**src/hdl/pfba_pkg.sv**
```systemverilog
// ----------------------------------------------------------------------------
// pfba_pkg
// Shared types, codes and default sizes of the page frame bitmap allocator.
// ----------------------------------------------------------------------------
package pfba_pkg;

	localparam int unsigned FRAME_COUNT_DEF  = 1024;
	localparam int unsigned WORD_BITS_DEF    = 32;
	localparam int unsigned PAGE_BYTES_DEF   = 4096;
	localparam logic [31:0] MEMORY_BYTES_DEF = 32'd4194304;

	localparam int FRAME_IDX_W = 16;
	localparam int ADDR_W      = 32;
	localparam int GRANT_W     = 10;

	typedef enum logic [1:0] {
		OP_ALLOC_ANY = 2'd0,
		OP_ALLOC_AT  = 2'd1,
		OP_FREE      = 2'd2,
		OP_BOOK      = 2'd3
	} op_t;

	typedef enum logic [2:0] {
		ST_OK      = 3'd0,
		ST_INVALID = 3'd1,
		ST_BUSY    = 3'd2,
		ST_DOUBLE  = 3'd3,
		ST_FULL    = 3'd4,
		ST_SMALL   = 3'd5
	} status_t;

	typedef enum logic [2:0] {
		S_CLEAR,
		S_IDLE,
		S_DIV_BASE,
		S_DIV_END,
		S_SWEEP,
		S_FIN
	} state_t;

	typedef struct packed {
		logic               busy;
		logic               dbl;
		logic               found;
		logic [GRANT_W-1:0] frame;
	} word_flags_t;

endpackage

```
**src/hdl/pfba_if.sv**
```systemverilog
// ----------------------------------------------------------------------------
// pfba_if
// Request and response channels: valid/ready handshake with payload.
// ----------------------------------------------------------------------------
interface pfba_req_if;
	import pfba_pkg::*;

	logic                   valid;
	logic                   ready;
	op_t                    op;
	logic [FRAME_IDX_W-1:0] frame_index;
	logic [ADDR_W-1:0]      range_base;
	logic [ADDR_W-1:0]      range_end;

	modport source (output valid, op, frame_index, range_base, range_end, input ready);
	modport sink   (input valid, op, frame_index, range_base, range_end, output ready);
endinterface

interface pfba_rsp_if;
	import pfba_pkg::*;

	logic               valid;
	logic               ready;
	status_t            status;
	logic [GRANT_W-1:0] granted_frame;

	modport source (output valid, status, granted_frame, input ready);
	modport sink   (input valid, status, granted_frame, output ready);
endinterface

```
**src/hdl/pfba_ram.sv**
```systemverilog
// ----------------------------------------------------------------------------
// pfba_ram
// Generic simple dual-port RAM, one write and one registered read port.
// ----------------------------------------------------------------------------
module pfba_ram #(
	parameter int WIDTH = 32,
	parameter int DEPTH = 32,
	parameter int AW    = (DEPTH > 1) ? $clog2(DEPTH) : 1
) (
	input  logic             clk,
	input  logic             we,
	input  logic [AW-1:0]    waddr,
	input  logic [WIDTH-1:0] wdata,
	input  logic             re,
	input  logic [AW-1:0]    raddr,
	output logic [WIDTH-1:0] rdata
);
	logic [WIDTH-1:0] mem [DEPTH];

	always_ff @(posedge clk) begin
		if (we) begin
			mem[waddr] <= wdata;
		end
		if (re) begin
			rdata <= mem[raddr];
		end
	end
endmodule

```
**src/hdl/pfba_div.sv**
```systemverilog
// ----------------------------------------------------------------------------
// pfba_div
// Division by the page size: shift and low-bit test, result registered in the cycle after start.
// The page size must be a power of two; the block itself does not enforce it.
// ----------------------------------------------------------------------------
module pfba_div #(
	parameter int unsigned DIVISOR = pfba_pkg::PAGE_BYTES_DEF
) (
	input  logic                      clk,
	input  logic                      arst_n,
	input  logic                      start,
	input  logic [pfba_pkg::ADDR_W-1:0] dividend,
	output logic                      done,
	output logic [pfba_pkg::ADDR_W-1:0] quotient,
	output logic                      rem_nz
);
	import pfba_pkg::*;

	localparam int SH = $clog2(DIVISOR);

	logic              done_q;
	logic [ADDR_W-1:0] quot_q;
	logic              rnz_q;

	always_ff @(posedge clk or negedge arst_n) begin
		if (!arst_n) begin
			done_q <= 1'b0;
		end else begin
			done_q <= start;
		end
	end

	always_ff @(posedge clk) begin
		if (start) begin
			quot_q <= dividend >> SH;
			rnz_q  <= |dividend[SH-1:0];
		end
	end

	assign done     = done_q;
	assign quotient = quot_q;
	assign rem_nz   = rnz_q;
endmodule

```
**src/hdl/pfba_word.sv**
```systemverilog
// ----------------------------------------------------------------------------
// pfba_word
// Per-word update: frame window mask, claim/release and lowest-free search.
// ----------------------------------------------------------------------------
module pfba_word #(
	parameter int WORD_BITS = pfba_pkg::WORD_BITS_DEF,
	parameter int FRW       = 18
) (
	input  pfba_pkg::op_t           op,
	input  logic [WORD_BITS-1:0]    word,
	input  logic [FRW-1:0]          fw,
	input  logic [FRW-1:0]          lo_f,
	input  logic [FRW-1:0]          hi_f,
	output logic [WORD_BITS-1:0]    wdata,
	output logic                    we,
	output pfba_pkg::word_flags_t   flags
);
	import pfba_pkg::*;

	localparam int BW = $clog2(WORD_BITS + 1);
	localparam int IW = $clog2(WORD_BITS);

	logic [BW-1:0]        lo_b;
	logic [BW-1:0]        hi_b;
	logic [WORD_BITS-1:0] mask;
	logic [WORD_BITS-1:0] free_bits;
	logic [WORD_BITS-1:0] onehot;
	logic [IW-1:0]        idx;
	logic [FRW-1:0]       frame_full;

	function automatic logic [BW-1:0] rel_pos(input logic [FRW-1:0] x,
			input logic [FRW-1:0] base);
		logic [FRW-1:0] d;
		d = x - base;
		if (x <= base) begin
			return '0;
		end else if (d >= FRW'(WORD_BITS)) begin
			return BW'(WORD_BITS);
		end else begin
			return d[BW-1:0];
		end
	endfunction

	assign lo_b = rel_pos(lo_f, fw);
	assign hi_b = rel_pos(hi_f, fw);

	always_comb begin
		for (int i = 0; i < WORD_BITS; i++) begin
			mask[i] = (BW'(i) >= lo_b) && (BW'(i) < hi_b);
		end
	end

	assign free_bits = mask & ~word;

	always_comb begin
		idx = '0;
		for (int i = WORD_BITS - 1; i >= 0; i--) begin
			if (free_bits[i]) begin
				idx = IW'(i);
			end
		end
	end

	assign onehot     = WORD_BITS'(1) << idx;
	assign frame_full = fw + FRW'(idx);

	assign flags.busy  = |(word & mask);
	assign flags.dbl   = |free_bits;
	assign flags.found = |free_bits;
	assign flags.frame = frame_full[GRANT_W-1:0];

	always_comb begin
		unique case (op)
			OP_ALLOC_ANY: begin
				wdata = word | onehot;
				we    = |free_bits;
			end
			OP_FREE: begin
				wdata = word & ~mask;
				we    = |mask;
			end
			OP_ALLOC_AT, OP_BOOK: begin
				wdata = word | mask;
				we    = |mask;
			end
			default: begin
				wdata = word;
				we    = 1'b0;
			end
		endcase
	end
endmodule

```
**src/hdl/page_frame_bitmap_allocator_core.sv**
```systemverilog
// ----------------------------------------------------------------------------
// page_frame_bitmap_allocator_core
// First-fit bitmap page frame allocator; used map held in one RAM.
// ----------------------------------------------------------------------------
// Allocate-any, allocate-specific and free sweep the map one word per cycle through
//   the RAM read/modify/write path; allocate-any stops early.
// Book-range adds page arithmetic (S_DIV_BASE, S_DIV_END) ahead of the sweep.
// An invalid frame or an empty range skips the sweep. One request is handled at a time.
// Reset: a clearing pass writes every map word to zero, no request taken.
module page_frame_bitmap_allocator_core #(
	parameter int unsigned FRAME_COUNT  = pfba_pkg::FRAME_COUNT_DEF,
	parameter int unsigned WORD_BITS    = pfba_pkg::WORD_BITS_DEF,
	parameter int unsigned PAGE_BYTES   = pfba_pkg::PAGE_BYTES_DEF,
	parameter logic [31:0] MEMORY_BYTES = pfba_pkg::MEMORY_BYTES_DEF
) (
	input  logic        clk,
	input  logic        arst_n,
	pfba_req_if.sink    req,
	pfba_rsp_if.source  rsp
);
	import pfba_pkg::*;

	localparam int MAP_WORDS = (FRAME_COUNT + WORD_BITS - 1) / WORD_BITS;
	localparam int AW        = (MAP_WORDS > 1) ? $clog2(MAP_WORDS) : 1;
	localparam int CW        = $clog2(MAP_WORDS + 1);
	localparam int FRW_RAW   = 34 - $clog2(PAGE_BYTES);
	localparam int FRW       = (FRW_RAW > 18) ? FRW_RAW : 18;

	localparam logic [FRW-1:0] FC_F      = FRW'(FRAME_COUNT);
	localparam logic [FRW-1:0] WB_F      = FRW'(WORD_BITS);
	localparam logic [AW-1:0]  LAST_ADDR = AW'(MAP_WORDS - 1);
	localparam logic [CW-1:0]  WORDS_C   = CW'(MAP_WORDS);

	state_t state_q, state_d;

	logic                 accept;
	logic [CW-1:0]        w_q;
	logic [FRW-1:0]       fw_q;
	op_t                  op_q;
	logic [FRW-1:0]       lo_q;
	logic [FRW-1:0]       hi_q;
	logic [FRW-1:0]       first_q;
	logic [ADDR_W-1:0]    end_q;
	logic                 busy_q;
	logic                 dbl_q;
	logic                 inval_q;
	status_t              res_status_q;
	logic [GRANT_W-1:0]   res_frame_q;

	logic                 rd_valid_s1;
	logic [AW-1:0]        rd_addr_s1;
	logic [FRW-1:0]       rd_fw_s1;

	logic                 rsp_valid_q;
	status_t              rsp_status_q;
	logic [GRANT_W-1:0]   rsp_frame_q;
	logic                 rsp_load;

	logic                 ram_we;
	logic [AW-1:0]        ram_waddr;
	logic [WORD_BITS-1:0] ram_wdata;
	logic                 ram_re;
	logic [AW-1:0]        ram_raddr;
	logic [WORD_BITS-1:0] ram_rdata;

	logic                 div_start;
	logic [ADDR_W-1:0]    div_dividend;
	logic                 div_done;
	logic [ADDR_W-1:0]    div_quot;
	logic                 div_rnz;
	logic [FRW-1:0]       last_f;

	logic [WORD_BITS-1:0] wu_wdata;
	logic                 wu_we;
	word_flags_t          wflags;

	logic                 sweep_done;
	logic                 frame_bad;
	logic [ADDR_W-1:0]    end_clamp;
	status_t              done_status;
	logic [GRANT_W-1:0]   done_frame;

	pfba_ram #(
		.WIDTH (WORD_BITS),
		.DEPTH (MAP_WORDS),
		.AW    (AW)
	) u_map (
		.clk   (clk),
		.we    (ram_we),
		.waddr (ram_waddr),
		.wdata (ram_wdata),
		.re    (ram_re),
		.raddr (ram_raddr),
		.rdata (ram_rdata)
	);

	pfba_div #(
		.DIVISOR (PAGE_BYTES)
	) u_div (
		.clk      (clk),
		.arst_n   (arst_n),
		.start    (div_start),
		.dividend (div_dividend),
		.done     (div_done),
		.quotient (div_quot),
		.rem_nz   (div_rnz)
	);

	pfba_word #(
		.WORD_BITS (WORD_BITS),
		.FRW       (FRW)
	) u_word (
		.op    (op_q),
		.word  (ram_rdata),
		.fw    (rd_fw_s1),
		.lo_f  (lo_q),
		.hi_f  (hi_q),
		.wdata (wu_wdata),
		.we    (wu_we),
		.flags (wflags)
	);

	assign accept     = req.valid && req.ready;
	assign frame_bad  = (FRW'(req.frame_index) >= FC_F);
	assign end_clamp  = (req.range_end > MEMORY_BYTES) ? MEMORY_BYTES : req.range_end;
	assign last_f     = div_quot[FRW-1:0];
	assign sweep_done = (state_q == S_SWEEP) && rd_valid_s1 &&
		((rd_addr_s1 == LAST_ADDR) || ((op_q == OP_ALLOC_ANY) && wflags.found));

	// next state
	always_comb begin
		state_d = state_q;
		unique case (state_q)
			S_CLEAR: begin
				if (w_q[AW-1:0] == LAST_ADDR) begin
					state_d = S_IDLE;
				end
			end
			S_IDLE: begin
				if (accept) begin
					unique case (req.op)
						OP_ALLOC_ANY:         state_d = S_SWEEP;
						OP_ALLOC_AT, OP_FREE: state_d = frame_bad ? S_FIN : S_SWEEP;
						OP_BOOK:              state_d = S_DIV_BASE;
						default:              state_d = S_IDLE;
					endcase
				end
			end
			S_DIV_BASE: begin
				if (div_done) begin
					state_d = S_DIV_END;
				end
			end
			S_DIV_END: begin
				if (div_done) begin
					state_d = (last_f <= first_q) ? S_FIN : S_SWEEP;
				end
			end
			S_SWEEP: begin
				if (sweep_done) begin
					state_d = S_FIN;
				end
			end
			S_FIN: begin
				if (rsp_load) begin
					state_d = S_IDLE;
				end
			end
			default: state_d = S_CLEAR;
		endcase
	end

	// state outputs
	always_comb begin
		req.ready    = 1'b0;
		ram_we       = 1'b0;
		ram_waddr    = rd_addr_s1;
		ram_wdata    = wu_wdata;
		ram_re       = 1'b0;
		ram_raddr    = w_q[AW-1:0];
		div_start    = 1'b0;
		div_dividend = req.range_base;
		rsp_load     = 1'b0;
		unique case (state_q)
			S_CLEAR: begin
				ram_we    = 1'b1;
				ram_waddr = w_q[AW-1:0];
				ram_wdata = '0;
			end
			S_IDLE: begin
				req.ready = 1'b1;
				div_start = req.valid && (req.op == OP_BOOK);
			end
			S_DIV_BASE: begin
				div_start    = div_done;
				div_dividend = end_q;
			end
			S_DIV_END: begin
			end
			S_SWEEP: begin
				ram_re = (w_q != WORDS_C) && !sweep_done;
				ram_we = rd_valid_s1 && wu_we;
			end
			S_FIN: begin
				rsp_load = !rsp_valid_q || rsp.ready;
			end
			default: begin
			end
		endcase
	end

	always_comb begin
		done_status = ST_OK;
		done_frame  = '0;
		unique case (op_q)
			OP_ALLOC_ANY: begin
				if (wflags.found) begin
					done_frame = wflags.frame;
				end else begin
					done_status = ST_FULL;
				end
			end
			OP_ALLOC_AT: begin
				if (busy_q || wflags.busy) begin
					done_status = ST_BUSY;
				end
			end
			OP_FREE: begin
				if (dbl_q || wflags.dbl) begin
					done_status = ST_DOUBLE;
				end
			end
			OP_BOOK: begin
				if (busy_q || wflags.busy) begin
					done_status = ST_BUSY;
				end else if (inval_q) begin
					done_status = ST_INVALID;
				end
			end
			default: done_status = ST_OK;
		endcase
	end

	always_ff @(posedge clk or negedge arst_n) begin
		if (!arst_n) begin
			state_q     <= S_CLEAR;
			w_q         <= '0;
			fw_q        <= '0;
			rd_valid_s1 <= 1'b0;
			rsp_valid_q <= 1'b0;
		end else begin
			state_q     <= state_d;
			rd_valid_s1 <= ram_re;
			case (state_q)
				S_CLEAR: w_q <= (w_q[AW-1:0] == LAST_ADDR) ? '0 : w_q + CW'(1);
				S_IDLE: begin
					w_q  <= '0;
					fw_q <= '0;
				end
				S_SWEEP: begin
					if (ram_re) begin
						w_q  <= w_q + CW'(1);
						fw_q <= fw_q + WB_F;
					end
				end
				default: begin
				end
			endcase
			if (rsp_load) begin
				rsp_valid_q <= 1'b1;
			end else if (rsp.ready) begin
				rsp_valid_q <= 1'b0;
			end
		end
	end

	always_ff @(posedge clk) begin
		if (accept) begin
			op_q         <= req.op;
			busy_q       <= 1'b0;
			dbl_q        <= 1'b0;
			inval_q      <= 1'b0;
			end_q        <= end_clamp;
			res_status_q <= ST_INVALID;
			res_frame_q  <= '0;
			if (req.op == OP_ALLOC_ANY) begin
				lo_q <= '0;
				hi_q <= FC_F;
			end else begin
				lo_q <= FRW'(req.frame_index);
				hi_q <= FRW'(req.frame_index) + FRW'(1);
			end
		end
		if (state_q == S_DIV_BASE && div_done) begin
			first_q <= last_f + FRW'(div_rnz);
		end
		if (state_q == S_DIV_END && div_done) begin
			lo_q         <= first_q;
			hi_q         <= (last_f > FC_F) ? FC_F : last_f;
			inval_q      <= (last_f > FC_F);
			res_status_q <= ST_SMALL;
		end
		if (ram_re) begin
			rd_addr_s1 <= ram_raddr;
			rd_fw_s1   <= fw_q;
		end
		if (state_q == S_SWEEP && rd_valid_s1) begin
			busy_q <= busy_q | wflags.busy;
			dbl_q  <= dbl_q | wflags.dbl;
		end
		if (sweep_done) begin
			res_status_q <= done_status;
			res_frame_q  <= done_frame;
		end
		if (rsp_load) begin
			rsp_status_q <= res_status_q;
			rsp_frame_q  <= res_frame_q;
		end
	end

	assign rsp.valid         = rsp_valid_q;
	assign rsp.status        = rsp_status_q;
	assign rsp.granted_frame = rsp_frame_q;

	a_no_rw_clash: assert property (@(posedge clk) disable iff (!arst_n)
		(ram_we && ram_re) |-> (ram_waddr != ram_raddr))
		else $error("map read and write hit the same word");

	a_no_stray_read: assert property (@(posedge clk) disable iff (!arst_n)
		$fell(state_q == S_SWEEP) |-> !rd_valid_s1)
		else $error("map read still in flight after sweep end");

	a_grant_only_ok: assert property (@(posedge clk) disable iff (!arst_n)
		(rsp.valid && rsp.status != ST_OK) |-> (rsp.granted_frame == '0))
		else $error("granted frame set on failed transfer");
endmodule

```
**src/flat_wrapper.sv**
```systemverilog
// flat-port wrapper written by rule: the top's interface ports become plain ports
module page_frame_bitmap_allocator_core_flat import pfba_pkg::*;
#(
	parameter int unsigned FRAME_COUNT  = pfba_pkg::FRAME_COUNT_DEF,
	parameter int unsigned WORD_BITS    = pfba_pkg::WORD_BITS_DEF,
	parameter int unsigned PAGE_BYTES   = pfba_pkg::PAGE_BYTES_DEF,
	parameter logic [31:0] MEMORY_BYTES = pfba_pkg::MEMORY_BYTES_DEF
)
  (clk, arst_n, req_valid, req_op, req_frame_index, req_range_base, req_range_end, req_ready, rsp_valid, rsp_status, rsp_granted_frame, rsp_ready);
  pfba_req_if req_i ();
  pfba_rsp_if rsp_i ();
  input  logic clk;
  input  logic arst_n;
  input wire logic [$bits(req_i.valid)-1:0] req_valid;
  input wire logic [$bits(req_i.op)-1:0] req_op;
  input wire logic [$bits(req_i.frame_index)-1:0] req_frame_index;
  input wire logic [$bits(req_i.range_base)-1:0] req_range_base;
  input wire logic [$bits(req_i.range_end)-1:0] req_range_end;
  output wire logic [$bits(req_i.ready)-1:0] req_ready;
  output wire logic [$bits(rsp_i.valid)-1:0] rsp_valid;
  output wire logic [$bits(rsp_i.status)-1:0] rsp_status;
  output wire logic [$bits(rsp_i.granted_frame)-1:0] rsp_granted_frame;
  input wire logic [$bits(rsp_i.ready)-1:0] rsp_ready;
  assign req_i.valid = req_valid;
  assign req_i.op = req_op;
  assign req_i.frame_index = req_frame_index;
  assign req_i.range_base = req_range_base;
  assign req_i.range_end = req_range_end;
  assign req_ready = req_i.ready;
  assign rsp_valid = rsp_i.valid;
  assign rsp_status = rsp_i.status;
  assign rsp_granted_frame = rsp_i.granted_frame;
  assign rsp_i.ready = rsp_ready;
  page_frame_bitmap_allocator_core #(.FRAME_COUNT(FRAME_COUNT), .WORD_BITS(WORD_BITS), .PAGE_BYTES(PAGE_BYTES), .MEMORY_BYTES(MEMORY_BYTES)) u_core (.clk(clk), .arst_n(arst_n), .req(req_i), .rsp(rsp_i));
endmodule
```
**config.mk**
```make
export PLATFORM = sky130hd
export DESIGN_NAME = page_frame_bitmap_allocator_core_flat
export DESIGN_NICKNAME = d
export VERILOG_FILES = /design/src/hdl/pfba_pkg.sv /design/src/hdl/pfba_if.sv /design/src/hdl/pfba_ram.sv /design/src/hdl/pfba_div.sv /design/src/hdl/pfba_word.sv /design/src/hdl/page_frame_bitmap_allocator_core.sv /design/src/flat_wrapper.sv
export SDC_FILE = /design/constraint.sdc
export NUM_CORES = 2
export LEC_CHECK = 0
export BUFFER_PORTS_ARGS = -buffer_cell sky130_fd_sc_hd__buf_2
export CAP_MARGIN = 25
export CORE_AREA = 3 3 499 254
export CTS_BUF_LIST = sky130_fd_sc_hd__clkbuf_8
export DETAILED_ROUTE_END_ITERATION = 10
export DIE_AREA = 0 0 502 257
export PLACE_DENSITY = 0.65
export SETUP_SLACK_MARGIN = 0.2
export SYNTH_ARGS = -nofsm -noshare
export SYNTH_HDL_FRONTEND = slang
export SYNTH_SLANG_ARGS = --single-unit
```
**constraint.sdc**
```tcl
create_clock -name clk -period 13.1 [get_ports clk]
set_input_delay 1.31 -clock clk [delete_from_list [all_inputs] [get_ports clk]]
set_output_delay 1.31 -clock clk [all_outputs]
set_load 0.02 [all_outputs]
```
======== After elaboration in Yosys (flattened, before gate mapping) ========
Memory sizes are Yosys's and may differ from the RTL's. A register that Yosys moved wholly into a read port is not among the register bits.
Cells that the tools add are included.
word-level totals
  output and inout bits ................... 15
  bits in latches ......................... 0
  bits of input ports ..................... 86
  bits in writable memories ............... 1024
  memories kept ........................... 1
  bits in registers ....................... 211
  ROM bits ................................ 0
operators by class
  multiply operators ...................... 0
  muxes and demuxes ....................... 89
  equal/unequal tests ..................... 21
  bitwise operators ....................... 9
  reduce and logical (&&, ||, !) cells .... 67
  shift operators ......................... 1
  div/mod/pow operators ................... 0
  magnitude comparators ................... 72
  add/subtract/negate cells ............... 7
memories
  name              depth  bits a word  rd ports  clocked after memory_dff  write ports  RTL line        RTL
  u_core.u_map.mem  32     32           1         1                         1            pfba_ram.sv:18  logic [WIDTH-1:0] mem [DEPTH];
operators with widths
  operator                                                                           count
  5-bit two-way mux                                                                  33
  22-bit two-way mux                                                                 6
  32-bit bitwise AND                                                                 3
  5-bit by 6-bit >= comparator with 1-bit output, first input constant               16
  5-bit by 6-bit less-than comparator with 1-bit output, first input constant        16
  32-bit one-hot mux with 3 select lines                                             1
  32-bit OR reduction                                                                3
  32-bit two-way mux                                                                 2
  32-bit inverter                                                                    2
  32-bit OR                                                                          2
  4-bit by 6-bit >= comparator with 1-bit output, first input constant               8
  4-bit by 6-bit less-than comparator with 1-bit output, first input constant        8
  22-bit by 6-bit >= comparator with 1-bit output, second input constant             2
  22-bit less-or-equal comparator                                                    2
  22-bit one-hot mux with 2 select lines                                             1
  22-bit subtractor                                                                  2
  1-bit logical AND                                                                  41
  10-bit two-way mux                                                                 4
  6-bit two-way mux                                                                  6
  3-bit two-way mux                                                                  11
  32-bit by 23-bit greater-than comparator with 1-bit output, second input constant  1
  1-bit by 5-bit left shift with 32-bit output, first input constant                 1
  3-bit by 6-bit >= comparator with 1-bit output, first input constant               4
  3-bit by 6-bit less-than comparator with 1-bit output, first input constant        4
  42 further kinds                                                                   87

======== Depth between registers and ports, before layout ========
  word-level depth ........................ 43
  mapped depth ............................ 23
  mapped depth without buffers ............ 18

======== Cells and area by module ========
From an unflattened synthesis, not the netlist that was laid out.
unflattened totals
  cell total of the unflattened synthesis .. 3991
  area, all modules ....................... 56827.0 um2
by module, submodules not included
  module                            instances  cells each  seq. area each (um2)  area an instance (um2)
  pfba_ram                          1          2260        31710.4               40811.6
  page_frame_bitmap_allocator_core  1          756         5235.0                8964.8
  pfba_word                         1          936         0.0                   6277.3
  pfba_div                          1          39          655.6                 773.2

======== Least setup slack after synthesis ========
Ideal clock, no wire load.
  kind .................................... reg2reg
  start point ............................. register u_core.rd_fw_s1[9]
  end point ............................... memory u_core.u_map.mem[0][5] (data pin)
  library setup time ...................... 0.563 ns
  stages on the path, launching flop included .. 21
  clock period less this slack ............ 7.144 ns
  buffers on the path ..................... 4
  arrival time ............................ 6.581 ns
  path slack .............................. 5.956 ns
  cell sequence ........................... edfxtp_1 > inv_1 > ha_1 > clkbuf_1 > a21oi_1 > o211ai_1 > a21boi_0 > nand3_1 > a2111o_1 > or4_1 > buf_6 > nor4_4 > a221o_1 > nor2_1 > a2111oi_2 > a2111oi_4 > nor2_4 > o22ai_4 > buf_6 > buf_8 > o41ai_1
between the ends
  word-level cells in the longest chain between the ends .. 43
RTL lines
  what                                                                                                                     RTL line                                 RTL
  start: declaration                                                                                                       page_frame_bitmap_allocator_core.sv:52   logic [FRW-1:0] rd_fw_s1;
  start signal: assignment                                                                                                 page_frame_bitmap_allocator_core.sv:305  rd_fw_s1 <= fw_q;
  22-bit subtractor                                                                                                        pfba_word.sv:34                          d = x - base;
  22-bit by 6-bit >= comparator with 1-bit output                                                                          pfba_word.sv:37                          end else if (d >= FRW'(WORD_BITS)) begin
  6-bit two-way mux                                                                                                        pfba_word.sv:37
  6-bit two-way mux                                                                                                        pfba_word.sv:35                          if (x <= base) begin
  5-bit by 6-bit >= comparator with 1-bit output or 5-bit by 6-bit less-than comparator with 1-bit output (tied branches)  pfba_word.sv:49                          mask[i] = (BW'(i) >= lo_b) && (BW'(i) < hi_b);
  1-bit logical AND                                                                                                        pfba_word.sv:49
  32-bit bitwise AND                                                                                                       pfba_word.sv:53                          assign free_bits = mask & ~word;
  5-bit two-way mux (32 in a row)                                                                                          pfba_word.sv:58                          if (free_bits[i]) begin
  1-bit by 5-bit left shift with 32-bit output                                                                             pfba_word.sv:64                          assign onehot = WORD_BITS'(1) << idx;
  32-bit OR                                                                                                                pfba_word.sv:75                          wdata = word | onehot;
  32-bit one-hot mux with 3 select lines *                                                                                 pfba_word.sv:73                          unique case (op)
  32-bit two-way mux *                                                                                                     page_frame_bitmap_allocator_core.sv:184  unique case (state_q)
  named net u_core.ram_wdata[5]                                                                                            page_frame_bitmap_allocator_core.sv:61   logic [WORD_BITS-1:0] ram_wdata;
  end: declaration                                                                                                         pfba_ram.sv:18
The timed path passes the listed nets; every way through them passes the cells marked *.

======== Final worst setup path ========
  start point ............................. register u_core.rd_fw_s1[9]
  end point ............................... memory u_core.u_map.mem[14][1], enable pin
between the ends
  word-level cells in the longest chain between the ends .. 13
RTL lines
  what                                                                    RTL line                                 RTL
  22-bit subtractor                                                       pfba_word.sv:34
  22-bit by 6-bit >= comparator with 1-bit output                         pfba_word.sv:37
  6-bit two-way mux                                                       pfba_word.sv:37
  6-bit two-way mux                                                       pfba_word.sv:35
  1-bit by 6-bit >= comparator with 1-bit output (tied with other cells)  pfba_word.sv:49
  1-bit logical AND                                                       pfba_word.sv:49
  32-bit bitwise AND                                                      pfba_word.sv:53
  32-bit OR reduction                                                     pfba_word.sv:76                          we = |free_bits;
  1-bit one-hot mux with 2 select lines *                                 pfba_word.sv:73
  1-bit logical AND *                                                     page_frame_bitmap_allocator_core.sv:202  ram_we = rd_valid_s1 && wu_we;
  1-bit one-hot mux with 2 select lines *                                 page_frame_bitmap_allocator_core.sv:184
  1-bit two-way mux *                                                     pfba_ram.sv:21                           if (we) begin
  1-bit two-way mux (not written as such) *                               pfba_ram.sv:22                           mem[waddr] <= wdata;
Mark *: on every way between the ends. The rest lies on a longest branch, timed or not.

==> summary.txt <==
Status
  – Outcome: finished clean

Timing
  – RSZ-0062 raised after global routing: no
  – Setup Skew: about 44 ps
  – Post-route setup TNS: 0 ps
  – Slew Viols, Final: 0
  – Worst-margin pin slew: roughly 1400 ps
  – Final hold vios: 0
  – Final setup viols: 0
  – F_max: 128 MHz
  – Slew margin rel.: between 8 and 9%
  – Period utilisation layout: 59.7%
  – Fin crit period: about 8000 ps

Floorplan
  – Initial Util: about 45%
  – Die ar.: between 100000 and 150000 um^2
  – Ports: about 100
  – Die Height: between 200 and 300 um
  – Die X: 502 um
  – Row cnt: approximately 90
  – Core area: roughly 120000 um^2

Placement
  – Final Wtd Congestion: 0.949
  – Area after DPL: 58500 um^2
  – IO buf count: 100
  – Post-DP HPWL: 99.9 mm

Worst hold path
  – Hold Path Depth: 0
  – Worst hold path type: flip-flop to flip-flop

Global route
  – GRT Total Usage: between 20 and 25%
  – Pin count of the biggest net entering global routing: between 100 and 150
  – Overflow after GRT: 0
  – Initial antenna violation count: 7
  – Number of global-route vias before repair: approximately 31000
  – First-pass GRT wire length: between 200 and 250 mm

Critical path
  – CP max FO: 20
  – Cells along the critical path: inv_1 -> ha_1 -> a21oi_1 -> o211ai_1 -> a21boi_0 -> nand3_1 -> a2111o_1 -> or4_1 -> nor4_4 -> a221o_1 -> nor2_1 -> nor4b_4 -> nand4_1 -> o221a_2 -> nor2b_1 -> a22oi_2 -> nor2_4 -> buf_4
  – CP arrival: between 8000 and 9000 ps
  – Kind of start point of the critical path: flip-flop
  – Top Family by Delay on Critical Path: compound AO/OA/AOI/OAI gates
  – R2R cell count: 18
  – CP Capture Type: flip-flop
  – CP bufs+invs: 2
  – Critical path required time: 13680 ps
  – Reg2Reg Setup Slack: roughly 5300 ps
  – Max stage delay on crit path: between 1000 and 1500 ps
  – Critical path class: flip-flop to flip-flop
  – Slowest stage cell, crit path: a22oi_2
  – Total stage count of the critical path: 18

Yosys
  – Yosys warning total: 0
  – Synth area leaders: edfxtp_1, mux4_2, ha_1
  – Top_reg_cell synth: edfxtp_1
  – Complex-gate fraction of the synthesized area: between 6 and 7%
  – Top cell type by total area after synthesis: edfxtp_1
  – Xor/xnor share of the synthesized area: less than 1%
  – Seq/Total Area, Yosys: 68.2%
  – Post-synthesis adder-cell area fraction: around 1.5%
  – Post-synth EDFFs: between 1000 and 1500
  – Largest family of logic cells by synthesized area: multiplexers
  – Syn avg cell area: between 15 and 20 um^2
  – Simple-Gate Fraction of Synth Area: between 7 and 8%
  – Share of the synthesized area in the top cell type: between 60% and 70%
  – Yosys cell types: about 110
  – Synth Cell Area: about 55000 um^2
  – Synth top cells by count: edfxtp_1, mux4_2, nor2_1, nand2_1, clkbuf_1
  – Most frequent cell after synthesis: edfxtp_1
  – Multiplexer share of the synthesized area: 14.4%
  – Seq cells post-synth: 1253
  – Post-synthesis cell count: around 3200
  – Synth async-reset ratio: ~2.3%

Power
  – Switch Pwr: 1.54 mW
  – Peak VDD IR: between 100 and 150 uV
  – LEAKAGE: about 21 nW
  – Sequential power share: between 50% and 60%
  – Switching Share: a little over a fifth
  – Combinational fraction of design power: less than 1%
  – Clock share of power: roughly two fifths
  – Power, Total: a little over 7 mW
  – Pwr per Cell Area: between 100 and 150 nW/um^2
  – Internal Pwr Total: ~5.7 mW

Layout
  – Nets: roughly 3600
  – Area grow syn2layout: 12.7%
  – Layout cell share with drive strength beyond 1: 25.6%
  – Final instance area: 62000 um^2
  – Filler cells: 9885

Clocking
  – CTS tree: done
  – Worst-Skew Late Latency: just under 900 ps
  – Number of CTS-inserted buffers: 176
  – Postcts setup bufs: 0
  – CTS clk-pin slew, worst paths: 70 ps
  – Clock buffer depth: 3
  – CTS Sinks: ~1300
  – Htree depth: 4
  – Root buffer cell: clkbuf_8
  – Resized Gates After CTS: 0
  – CTS Hold Bufs: 0

Routing
  – Final antenna-violating net count: 0
  – DRT Wirelength: ~150 mm
  – WL per Instance: 28.3 um
  – Via Count: around 32000
  – Drt pass-1 iters: 6
  – Initial DRC count: roughly 4000
  – Via density per instance: a little over 6
  – Remaining DRCs: 0

Run
  – Max-cap viol count: 0
state kept, by name (all words and copies together) (netlist names):
register,flops
u_core.first_q,21
u_core.res_status_q,3
u_core.lo_q,21
u_core.rsp.status,3
u_core.u_div.rem_nz,1
u_core.state_q,3
u_core.fw_q,17
u_core.u_map.rdata,32
u_core.rd_fw_s1,17
u_core.rd_valid_s1,1
u_core.rd_addr_s1,5
u_core.u_div.quotient,20
u_core.dbl_q,1
u_core.rsp.valid,1
u_core.op_q,2
u_core.hi_q,20
u_core.end_q,32
u_core.w_q,6
u_core.inval_q,1
u_core.rsp.granted_frame,10
u_core.busy_q,1
u_core.u_map.mem,1024
u_core.res_frame_q,10
u_core.u_div.done,1
kinds of logic after synthesis:
logic type,count (synthesis)
AOI/OAI and AO/OA,458
and+or+nand+nor,762
adders and majority gates,66
xor gates and xnor gates,55
DFF,1253
other,2
muxes,385
buffers and inverters,252
metal layers:
layer / track usage, % / share of wire [%] / vias up / routed length [um]
met4: 6.44 / 2.5 / 0 / 3730
met2: 32.7 / 44 / 1642 / 65300
met5: 0 / 0 / - / 0
li1: - / - / 13600 / -
met3: 5.22 / 9.6 / 236 / 14200
met1: 35.0 / 44 / 16600 / 64500
power by group through the flow:
stage          Sequential, mW  Combinational, mW  Clock (mW)
6_report                 4.33             0.0416        2.88
5_1_grt                  4.33             0.0460        3.12
4_1_cts                  4.33             0.0417        2.94
3_5_place_dp             4.42             0.0414           0
2_1_floorplan            4.42             0.0152           0
3_3_place_gp             4.42             0.0415           0
through the flow:
step,util [%],setup WS (ps),cells,hold WS [ps]
after floorplan,-,5960,3247,400
after global placement,47.2,5210,4868,412
after detailed placement,47.7,5080,4894,409
after CTS,50.3,4990,5214,424
after global routing,50.5,4800,5226,432
final,50.5,5270,5229,424
final timing paths:
check                                       from                     endpoint
min in group asynchronous                 arst_n              u_core.fw_q[19]
max in group asynchronous                 arst_n                u_core.w_q[1]
min                        u_core.res_frame_q[1]  u_core.rsp.granted_frame[1]
min reg2reg                u_core.res_frame_q[1]  u_core.rsp.granted_frame[1]
max                           u_core.rd_fw_s1[9]      u_core.u_map.mem[14][1]
max reg2reg                   u_core.rd_fw_s1[9]      u_core.u_map.mem[14][1]
worst reg2reg max path, delay by kind of cell, from the launching register on:
| family | cells | cell delay, ps |
|---|---|---|
| simple gates | 8 | 2830 |
| flops | 1 | 350 |
| buf+inv | 2 | 510 |
| fa+ha+maj | 1 | 360 |
| compound gates | 7 | 3450 |
area by class of cell:
type | instances | area [um^2] | share of cell area, %
multi-input combinational | 1742 | 17100 | 27.6
sequential | 1253 | 37500 | 60.5
inverter | 93 | 352 | 0.567
timing repair buffer | 190 | 1740 | 2.81
tap | 1627 | 2040 | 3.29
antenna | 4 | 10.0 | 0.0162
clock inverter | 139 | 761 | 1.23
clock buffer | 181 | 2490 | 4.02
layout by cell type, fill, tap and decap left out, drive strengths merged, types with 33 or more instances in the layout:
cell type and n:
xnor2 33, nand4 42, mux2 55, and2 37
nor2 199, o21ai 95, nor3 60, clkbuf 182
edfxtp 1224, mux4 320, nand3 72, nand2 165
inv 146, clkinv 80, a21oi 82, buf 189
ha 66, nor4 41
No activity file was read; power rests on OpenSTA's default activity.
